===== src/rtl/tsp_pkg.sv =====
`timescale 1ns / 1ps
package tsp_pkg;

  // Parser states; each one but ST_INIT also names the class of the character that led to it.
  localparam logic [2:0] ST_INIT  = 3'd0;
  localparam logic [2:0] ST_DIGIT = 3'd1;
  localparam logic [2:0] ST_DOT   = 3'd2;
  localparam logic [2:0] ST_COLON = 3'd3;
  localparam logic [2:0] ST_MINUS = 3'd4;

  localparam logic [7:0] CHAR_ZERO  = 8'h30;
  localparam logic [7:0] CHAR_NINE  = 8'h39;
  localparam logic [7:0] CHAR_DOT   = 8'h2E;
  localparam logic [7:0] CHAR_COLON = 8'h3A;
  localparam logic [7:0] CHAR_MINUS = 8'h2D;

  localparam logic [1:0] DIGITS_FIELD    = 2'd2;
  localparam logic [1:0] DIGITS_FRACTION = 2'd3;

  localparam logic [21:0] MS_PER_HOUR   = 22'd3600000;
  localparam logic [15:0] MS_PER_MINUTE = 16'd60000;
  localparam logic [9:0]  MS_PER_SECOND = 10'd1000;

  typedef struct packed {
    logic       failed;
    logic       negative;
    logic [9:0] hour;
    logic [9:0] minute;
    logic [9:0] second;
    logic [9:0] milli;
  } parse_rec_t;

  typedef struct packed {
    logic [32:0] total;
    logic        failed;
    logic [9:0]  hour;
    logic [9:0]  minute;
    logic [9:0]  second;
    logic [9:0]  milli;
  } result_t;

endpackage


===== src/rtl/time_string_parser_unit.sv =====
`timescale 1ns / 1ps
// Time string parser: takes a string such as -1:02:03.456 one character per item
// and gives its signed value in milliseconds together with the separate fields.
// Input channel: present an item on char_code, no_char and last with push high;
// it is taken at a clock edge where full is low. no_char marks an item that
// carries no character, so an empty string is a single item with no_char and last.
// Result channel: one result per item with last set; it stands on the result
// ports while empty is low and is taken at an edge where pop is high.
// Throughput is one item per cycle while full is low. Once its last item is taken,
// a result passes on in order: the front parser writes a summary into a short queue,
// the back end forms the scaled fields in one registered stage and sums them into the
// output queue on the next edge. A malformed string gives fallback_ms with
// parse_failed set and all fields zero.
// The fallback register is written by cfg_write with the value on fallback_ms;
// write it only while no string is in flight. Reset clears the parser, both
// queues and the fallback register to zero.
// When the receiver stops popping the output queue fills, the back end stops
// draining the middle queue, and full rises once that queue holds MID_DEPTH items.
module time_string_parser_unit
  import tsp_pkg::*;
#(
  parameter int MID_DEPTH = 2,
  parameter int OUT_DEPTH = 4
) (
  input  logic               clk,
  input  logic               rst,
  input  logic               push,
  output logic               full,
  input  logic [7:0]         char_code,
  input  logic               no_char,
  input  logic               last,
  output logic               empty,
  input  logic               pop,
  output logic signed [32:0] total_ms,
  output logic               parse_failed,
  output logic [9:0]         hour_field,
  output logic [9:0]         minute_field,
  output logic [9:0]         second_field,
  output logic [9:0]         milli_field,
  input  logic               cfg_write,
  input  logic signed [32:0] fallback_ms
);

  logic [32:0] fallback;
  logic        take;
  logic        rec_push;
  parse_rec_t  rec_in;
  logic        rec_empty;
  logic        rec_pop;
  logic [$bits(parse_rec_t)-1:0] rec_data;
  logic [$clog2(MID_DEPTH+1)-1:0] mid_count;
  result_t     result;

  always_ff @(posedge clk) begin
    if (rst) begin
      fallback <= '0;
    end else if (cfg_write) begin
      fallback <= fallback_ms;
    end
  end

  assign take = push && !full;

  tsp_front u_front (
    .clk       (clk),
    .rst       (rst),
    .take      (take),
    .char_code (char_code),
    .no_char   (no_char),
    .last      (last),
    .rec_push  (rec_push),
    .rec       (rec_in)
  );

  tsp_fifo #(
    .WIDTH ($bits(parse_rec_t)),
    .DEPTH (MID_DEPTH)
  ) u_mid_fifo (
    .clk       (clk),
    .rst       (rst),
    .push      (rec_push),
    .push_data (rec_in),
    .full      (full),
    .pop       (rec_pop),
    .pop_data  (rec_data),
    .empty     (rec_empty),
    .count     (mid_count)
  );

  tsp_back #(
    .OUT_DEPTH (OUT_DEPTH)
  ) u_back (
    .clk       (clk),
    .rst       (rst),
    .fallback  (fallback),
    .rec_empty (rec_empty && (mid_count == '0)),
    .rec       (parse_rec_t'(rec_data)),
    .rec_pop   (rec_pop),
    .pop       (pop),
    .empty     (empty),
    .result    (result)
  );

  assign total_ms     = signed'(result.total);
  assign parse_failed = result.failed;
  assign hour_field   = result.hour;
  assign minute_field = result.minute;
  assign second_field = result.second;
  assign milli_field  = result.milli;

endmodule


===== src/rtl/tsp_fifo.sv =====
`timescale 1ns / 1ps
module tsp_fifo #(
  parameter int WIDTH = 8,
  parameter int DEPTH = 4
) (
  input  logic                           clk,
  input  logic                           rst,
  input  logic                           push,
  input  logic [WIDTH-1:0]               push_data,
  output logic                           full,
  input  logic                           pop,
  output logic [WIDTH-1:0]               pop_data,
  output logic                           empty,
  output logic [$clog2(DEPTH+1)-1:0]     count
);

  localparam int AW = (DEPTH > 1) ? $clog2(DEPTH) : 1;
  localparam int CW = $clog2(DEPTH + 1);

  logic [WIDTH-1:0] mem [DEPTH];
  logic [AW-1:0]    wr_ptr;
  logic [AW-1:0]    rd_ptr;
  logic             push_ok;
  logic             pop_ok;

  assign full     = (count == CW'(DEPTH));
  assign empty    = (count == '0);
  assign push_ok  = push && !full;
  assign pop_ok   = pop && !empty;
  assign pop_data = mem[rd_ptr];

  always_ff @(posedge clk) begin
    if (push_ok) begin
      mem[wr_ptr] <= push_data;
    end
  end

  always_ff @(posedge clk) begin
    if (rst) begin
      wr_ptr <= '0;
      rd_ptr <= '0;
      count  <= '0;
    end else begin
      if (push_ok) begin
        wr_ptr <= (wr_ptr == AW'(DEPTH - 1)) ? '0 : wr_ptr + AW'(1);
      end
      if (pop_ok) begin
        rd_ptr <= (rd_ptr == AW'(DEPTH - 1)) ? '0 : rd_ptr + AW'(1);
      end
      if (push_ok && !pop_ok) begin
        count <= count + CW'(1);
      end else if (pop_ok && !push_ok) begin
        count <= count - CW'(1);
      end
    end
  end

endmodule


===== src/rtl/tsp_front.sv =====
`timescale 1ns / 1ps
module tsp_front
  import tsp_pkg::*;
(
  input  logic       clk,
  input  logic       rst,
  input  logic       take,
  input  logic [7:0] char_code,
  input  logic       no_char,
  input  logic       last,
  output logic       rec_push,
  output parse_rec_t rec
);

  logic [2:0] state;
  logic [2:0] state_next;
  logic [9:0] slots [4];
  logic [9:0] slots_next [4];
  logic [1:0] digits_left;
  logic [1:0] digits_left_next;
  logic       negative;
  logic       negative_next;
  logic       dot_seen;
  logic       dot_seen_next;
  logic       error_seen;
  logic       error_seen_next;

  logic [2:0] cls;
  logic       cls_ok;
  logic [7:0] allowed;
  logic [13:0] times_ten;

  always_comb begin
    cls    = ST_INIT;
    cls_ok = 1'b1;
    if (char_code >= CHAR_ZERO && char_code <= CHAR_NINE) begin
      cls = ST_DIGIT;
    end else if (char_code == CHAR_DOT) begin
      cls = ST_DOT;
    end else if (char_code == CHAR_COLON) begin
      cls = ST_COLON;
    end else if (char_code == CHAR_MINUS) begin
      cls = ST_MINUS;
    end else begin
      cls_ok = 1'b0;
    end
  end

  // Bit n of the mask is set where the class n may follow the current state.
  always_comb begin
    allowed = '0;
    case (state)
      ST_INIT: begin
        allowed[ST_DIGIT] = 1'b1;
        allowed[ST_MINUS] = 1'b1;
      end
      ST_DIGIT: begin
        allowed[ST_DIGIT] = 1'b1;
        allowed[ST_DOT]   = 1'b1;
        allowed[ST_COLON] = 1'b1;
      end
      ST_DOT, ST_COLON, ST_MINUS: begin
        allowed[ST_DIGIT] = 1'b1;
      end
      default: begin
        allowed = '0;
      end
    endcase
  end

  assign times_ten = {slots[0], 3'b000} + {3'b000, slots[0], 1'b0};

  always_comb begin
    state_next       = state;
    slots_next       = slots;
    digits_left_next = digits_left;
    negative_next    = negative;
    dot_seen_next    = dot_seen;
    error_seen_next  = error_seen;
    if (take && !no_char && !error_seen) begin
      if (!cls_ok || !allowed[cls]) begin
        error_seen_next = 1'b1;
      end else begin
        case (cls)
          ST_DIGIT: begin
            if (digits_left == 2'd0) begin
              error_seen_next = 1'b1;
            end else begin
              slots_next[0]    = 10'(times_ten + 14'(char_code - CHAR_ZERO));
              digits_left_next = digits_left - 2'd1;
              state_next       = ST_DIGIT;
            end
          end
          ST_DOT, ST_COLON: begin
            slots_next[3]    = slots[2];
            slots_next[2]    = slots[1];
            slots_next[1]    = slots[0];
            slots_next[0]    = '0;
            digits_left_next = (cls == ST_DOT) ? DIGITS_FRACTION : DIGITS_FIELD;
            if (cls == ST_DOT) begin
              dot_seen_next = 1'b1;
            end
            state_next = cls;
          end
          default: begin
            negative_next = 1'b1;
            state_next    = ST_MINUS;
          end
        endcase
      end
    end
  end

  // The summary of a finished string is taken from the updated state.
  always_comb begin
    rec          = '0;
    rec.failed   = error_seen_next;
    if (!error_seen_next) begin
      rec.negative = negative_next;
      if (dot_seen_next) begin
        rec.hour   = slots_next[3];
        rec.minute = slots_next[2];
        rec.second = slots_next[1];
        rec.milli  = slots_next[0];
      end else begin
        rec.hour   = slots_next[2];
        rec.minute = slots_next[1];
        rec.second = slots_next[0];
      end
    end
  end

  assign rec_push = take && last;

  always_ff @(posedge clk) begin
    if (rst || rec_push) begin
      state       <= ST_INIT;
      slots       <= '{default: '0};
      digits_left <= DIGITS_FIELD;
      negative    <= 1'b0;
      dot_seen    <= 1'b0;
      error_seen  <= 1'b0;
    end else begin
      state       <= state_next;
      slots       <= slots_next;
      digits_left <= digits_left_next;
      negative    <= negative_next;
      dot_seen    <= dot_seen_next;
      error_seen  <= error_seen_next;
    end
  end

endmodule


===== src/rtl/tsp_back.sv =====
`timescale 1ns / 1ps
module tsp_back
  import tsp_pkg::*;
#(
  parameter int OUT_DEPTH = 4
) (
  input  logic        clk,
  input  logic        rst,
  input  logic [32:0] fallback,
  input  logic        rec_empty,
  input  parse_rec_t  rec,
  output logic        rec_pop,
  input  logic        pop,
  output logic        empty,
  output result_t     result
);

  localparam int CW = $clog2(OUT_DEPTH + 1);

  logic              s1_valid;
  parse_rec_t        s1_rec;
  logic [31:0]       s1_ph;
  logic [25:0]       s1_pm;
  logic [19:0]       s1_ps;
  logic [31:0]       mag;
  logic [32:0]       mag33;
  result_t           res;
  logic [CW-1:0]     out_count;
  logic [CW:0]       committed;
  logic              out_full;
  logic [$bits(result_t)-1:0] out_data;

  // An item is only issued when the output queue has a place kept for it.
  assign committed = {1'b0, out_count} + (CW + 1)'(s1_valid);
  assign rec_pop   = !rec_empty && (committed < (CW + 1)'(OUT_DEPTH));

  always_ff @(posedge clk) begin
    if (rst) begin
      s1_valid <= 1'b0;
    end else begin
      s1_valid <= rec_pop;
    end
  end

  always_ff @(posedge clk) begin
    if (rec_pop) begin
      s1_rec <= rec;
      s1_ph  <= 32'(rec.hour) * 32'(MS_PER_HOUR);
      s1_pm  <= 26'(rec.minute) * 26'(MS_PER_MINUTE);
      s1_ps  <= 20'(rec.second) * 20'(MS_PER_SECOND);
    end
  end

  assign mag   = s1_ph + 32'(s1_pm) + 32'(s1_ps) + 32'(s1_rec.milli);
  assign mag33 = {1'b0, mag};

  always_comb begin
    res        = '0;
    res.failed = s1_rec.failed;
    if (s1_rec.failed) begin
      res.total = fallback;
    end else begin
      res.total  = s1_rec.negative ? (33'd0 - mag33) : mag33;
      res.hour   = s1_rec.hour;
      res.minute = s1_rec.minute;
      res.second = s1_rec.second;
      res.milli  = s1_rec.milli;
    end
  end

  tsp_fifo #(
    .WIDTH ($bits(result_t)),
    .DEPTH (OUT_DEPTH)
  ) u_out_fifo (
    .clk       (clk),
    .rst       (rst),
    .push      (s1_valid),
    .push_data (res),
    .full      (out_full),
    .pop       (pop),
    .pop_data  (out_data),
    .empty     (empty),
    .count     (out_count)
  );

  // The credit check keeps the queue from overflowing; full only guards the write.
  assign result = out_full ? result_t'(out_data) : result_t'(out_data);

endmodule

===== config.mk =====
export PLATFORM = sky130hd
export DESIGN_NAME = time_string_parser_unit
export DESIGN_NICKNAME = d
export VERILOG_FILES = /design/src/rtl/tsp_pkg.sv /design/src/rtl/time_string_parser_unit.sv /design/src/rtl/tsp_fifo.sv /design/src/rtl/tsp_front.sv /design/src/rtl/tsp_back.sv
export SDC_FILE = /design/constraint.sdc
export NUM_CORES = 1
export LEC_CHECK = 0
export BUFFER_PORTS_ARGS = -buffer_cell sky130_fd_sc_hd__buf_2
export CAP_MARGIN = 10
export CELL_PAD_IN_SITES_DETAIL_PLACEMENT = 0
export CELL_PAD_IN_SITES_GLOBAL_PLACEMENT = 2
export CORE_MARGIN = 2
export CORE_UTILIZATION = 45
export CTS_CLUSTER_DIAMETER = 200
export DETAILED_ROUTE_END_ITERATION = 6
export MAX_ROUTING_LAYER = met4
export PLACE_DENSITY = 0.88
export SLEW_MARGIN = 30
export SYNTH_ARGS = -nofsm -noshare
export SYNTH_HDL_FRONTEND = slang
export SYNTH_SLANG_ARGS = --single-unit

===== constraint.sdc =====
create_clock -name clk -period 10.2 [get_ports clk]
set_input_delay 1.02 -clock clk [delete_from_list [all_inputs] [get_ports clk]]
set_output_delay 1.02 -clock clk [all_outputs]
set_load 0.1 [all_outputs]

==> results.yml <==
status:
  status: "finished, final reports clean"
final_layout:
  fill_cells: 5994
  fin_nets: 3006
  drive_gt1_frac: 0.1441
  final_common_cell: "edfxtp_1"
  antenna_cells: 0
  layout_common_cells: "480 x edfxtp_1, 315 x inv_1, 248 x ha_1"
  final_cells: 3556
  areaGrowthSynthToFinish_pct: 12.02
  final_cell_area_um2: 35600
min_path:
  hold_path_depth: 2
  hold_class: "reg2reg"
global_routing:
  grt_usage: 0.1947
  use_met1: 0.2560
  antenna_found_initial: 4
  overflow: 0
  grt_pass1_vias: 19330
  grtUsageMet2: 0.3176
  grt_start_max_net_pins: 94
  grt-busiest-layer: "met2"
  grt_util_met3: 0.03010
  grt_pass1_wl_um: 107700
critical_path:
  cpPeakStageDelay_ns: 0.53
  crit_path_end_kind: "flip-flop"
  worstSetupPathType: "reg2reg"
  reg2reg_depth: 23
  crit_fanout: 42
  cp_cell_sequence: "buf_4 -> mux2i_1 -> inv_1 -> ha_1 -> inv_1 -> fa_1 -> inv_1 -> ha_1 -> fa_1 -> inv_1 -> fa_1 -> inv_1 -> ha_1 -> inv_1 -> o31ai_1 -> a21oi_1 -> o21ai_0 -> a21oi_1 -> o21ai_0 -> a21o_1 -> a41o_1 -> o41ai_1 -> xnor2_1"
  critPathArrivalTime_ns: 6.79
  start_kind: "flip-flop"
  crit_slowest_cell: "fa_1"
  cp.required_ns: 10.54
  cpMostUsedCell: "inv_1"
clock_tree:
  cts.path.max_buffers: 3
  clock_latency_ns: 0.61
  holdBufCountCts: 0
  cts_setup_buffers: 0
  clock-sinks: 576
  cts_resized: 0
  cts_max_level: 3
  cts_tree: "built"
  clockRootBuffer: "clkbuf_16"
  clkTransAtPathRegs_ns: 0.06
  cts_buffers: 66
placement:
  dp_hpwl_um: 50140
  pre_cts_ws_ns: 3.761
  portBuffers: 123
  dpl-instance-area_um2: 33490
  place_congestion: 0.8626
  dpl.cell_count: 3439
floorplanning:
  initial_core_util: 0.4539
  die_h_um: 269.8
  dieArea_um2: 72770
  core_um2: 70030
  die_x_um: 269.8
  num_io_pins: 124
  num_rows: 97
yosys:
  synthFlopType: "edfxtp_1"
  synth_area_per_cell_um2: 13.08
  yosysSeqAreaShare: 0.5140
  syn-cell-area_um2: 31780
  syn-instance-count: 2429
  ys_seq_elements: 576
  yosys_warnings: 0
  synthArstFlopShare: 0
  syn_nets: 2868
  synth_cell_types: 81
  synth_edf_count: 480
timing:
  grt_setup_unrepaired: "false"
  worst_pin_slew_ns: 0.9999
  slew_violations: 0
  max_slew_margin: 0.3283
  finalSetupTns_ns: 0
  max_freq_mhz: 155.1
  finalCritPeriodShare: 0.6322
  setup_slack_ns: 3.752
  clock_skew_ns: 0.02445
  setup_viol: 0
  min_period_ns: 6.448
  hold_viol: 0
detailed_routing:
  drcViolationCount: 0
  final_antenna_net_count: 0
  firstDrtPassIters: 6
  via_count: 18660
  routed_wl_um: 68130
  viasPerCell: 5.246
  wire_per_inst_um: 19.16
  drtIter0Drc: 1424
run:
  max-cap-violations: 0
-- cells in the mapped netlist (4+ instances only) --
cell type	count	area, um2
buf_2	5	25.02
o21bai_1	13	97.59
nor3_1	27	135.1
a21oi_1	85	425.4
edfxtp_1	480	14410
mux2i_1	63	630.6
xor2_1	45	394.1
nand2_1	131	491.7
nand2b_1	11	68.82
fa_1	143	2863
o211ai_1	5	37.54
a211oi_1	19	142.6
clkbuf_1	50	187.7
dfxtp_1	96	1922
o21ai_1	11	55.05
o41ai_1	4	35.03
nor4_1	6	37.54
nand4_1	6	37.54
buf_1	18	67.56
a22oi_1	11	82.58
xnor2_1	73	639.4
mux2_2	28	315.3
nand3_1	19	95.09
and3_1	4	25.02
or3_1	6	37.54
o31ai_1	10	75.07
and2_1	18	112.6
nor2_1	176	660.6
nor2b_1	47	294.0
o21a_1	10	75.07
a222oi_1	20	200.2
o21ai_0	68	340.3
ha_1	248	3103
a21o_1	18	135.1
inv_1	316	1186
mux4_2	74	1667
-- flip-flops by register name, summed over array words and instances, names as in the netlist, 3 cells and up, named ones only --
signal and cells:
u_back.u_out_fifo.mem 296, fallback 33, u_back.s1_rec 41, u_front.slots 40, u_back.s1_ps 15, u_back.u_out_fifo.count 3, u_back.s1_ph 23, u_back.s1_pm 20
u_front.state 3, u_mid_fifo.mem 84
-- worst max-delay path, delay by kind of cell (launching register included) --
kind / cells / cell delay [ns]
adder cells (fa/ha/maj): 6 / 2.57
AO/OA/AOI/OAI: 8 / 1.73
buffers and inverters: 7 / 1.00
multiplexers: 1 / 0.39
flip-flops: 1 / 0.32
XOR/XNOR: 1 / 0.10
-- kinds of logic (layout without fill, tap and decap cells) --
group	Yosys count	count (layout)	synth area share
xor gates and xnor gates	118	118	0.03252
muxes	165	165	0.08220
DFF	576	576	0.5140
buffers and inverters	389	576	0.04614
adders and majority gates	391	391	0.1877
AOI/OAI and AO/OA	317	317	0.06751
and+or+nand+nor	473	473	0.06996
-- area by class of cell --
cell class                      count  area (um2)  area share
Sequential cell                   576       16340      0.4591
Clock buffer                       87        1793     0.05036
Tap cell                          940        1176     0.03303
Multi-Input combinational cell   1464       14010      0.3935
Timing Repair Buffer              143       775.7     0.02179
Inverter                          316        1189     0.03339
Clock inverter                     30       314.1    0.008821
-- metal layers --
| layer | share of wire | up-vias |
|---|---|---|
| li1 | - | 8914 |
| met1 | 0.44 | 9247 |
| met2 | 0.49 | 395 |
| met3 | 0.050 | 99 |
| met4 | 0.021 | 0 |
| met5 | 0 | - |
-- final timing paths --
kind                          from               end  slack [ns]
setup / recovery         flip-flop  u_back.s1_ph[30]        3.75
hold / removal    u_front.slots[5]  u_front.slots[5]        0.46
hold reg to reg   u_front.slots[5]  u_front.slots[5]        0.46
setup reg to reg         flip-flop  u_back.s1_ph[30]        3.75
-- through the flow --
step                hold WS, ns    util
floorplan                0.4357       -
global placement         0.4415  0.4782
detailed placement       0.4474  0.4782
CTS                      0.4540  0.5083
global route             0.4667  0.5084
finish                   0.4552  0.5084
Power is not shown: default switching activity piles up to over one toggle a cycle in this logic, so the estimate is an artifact.
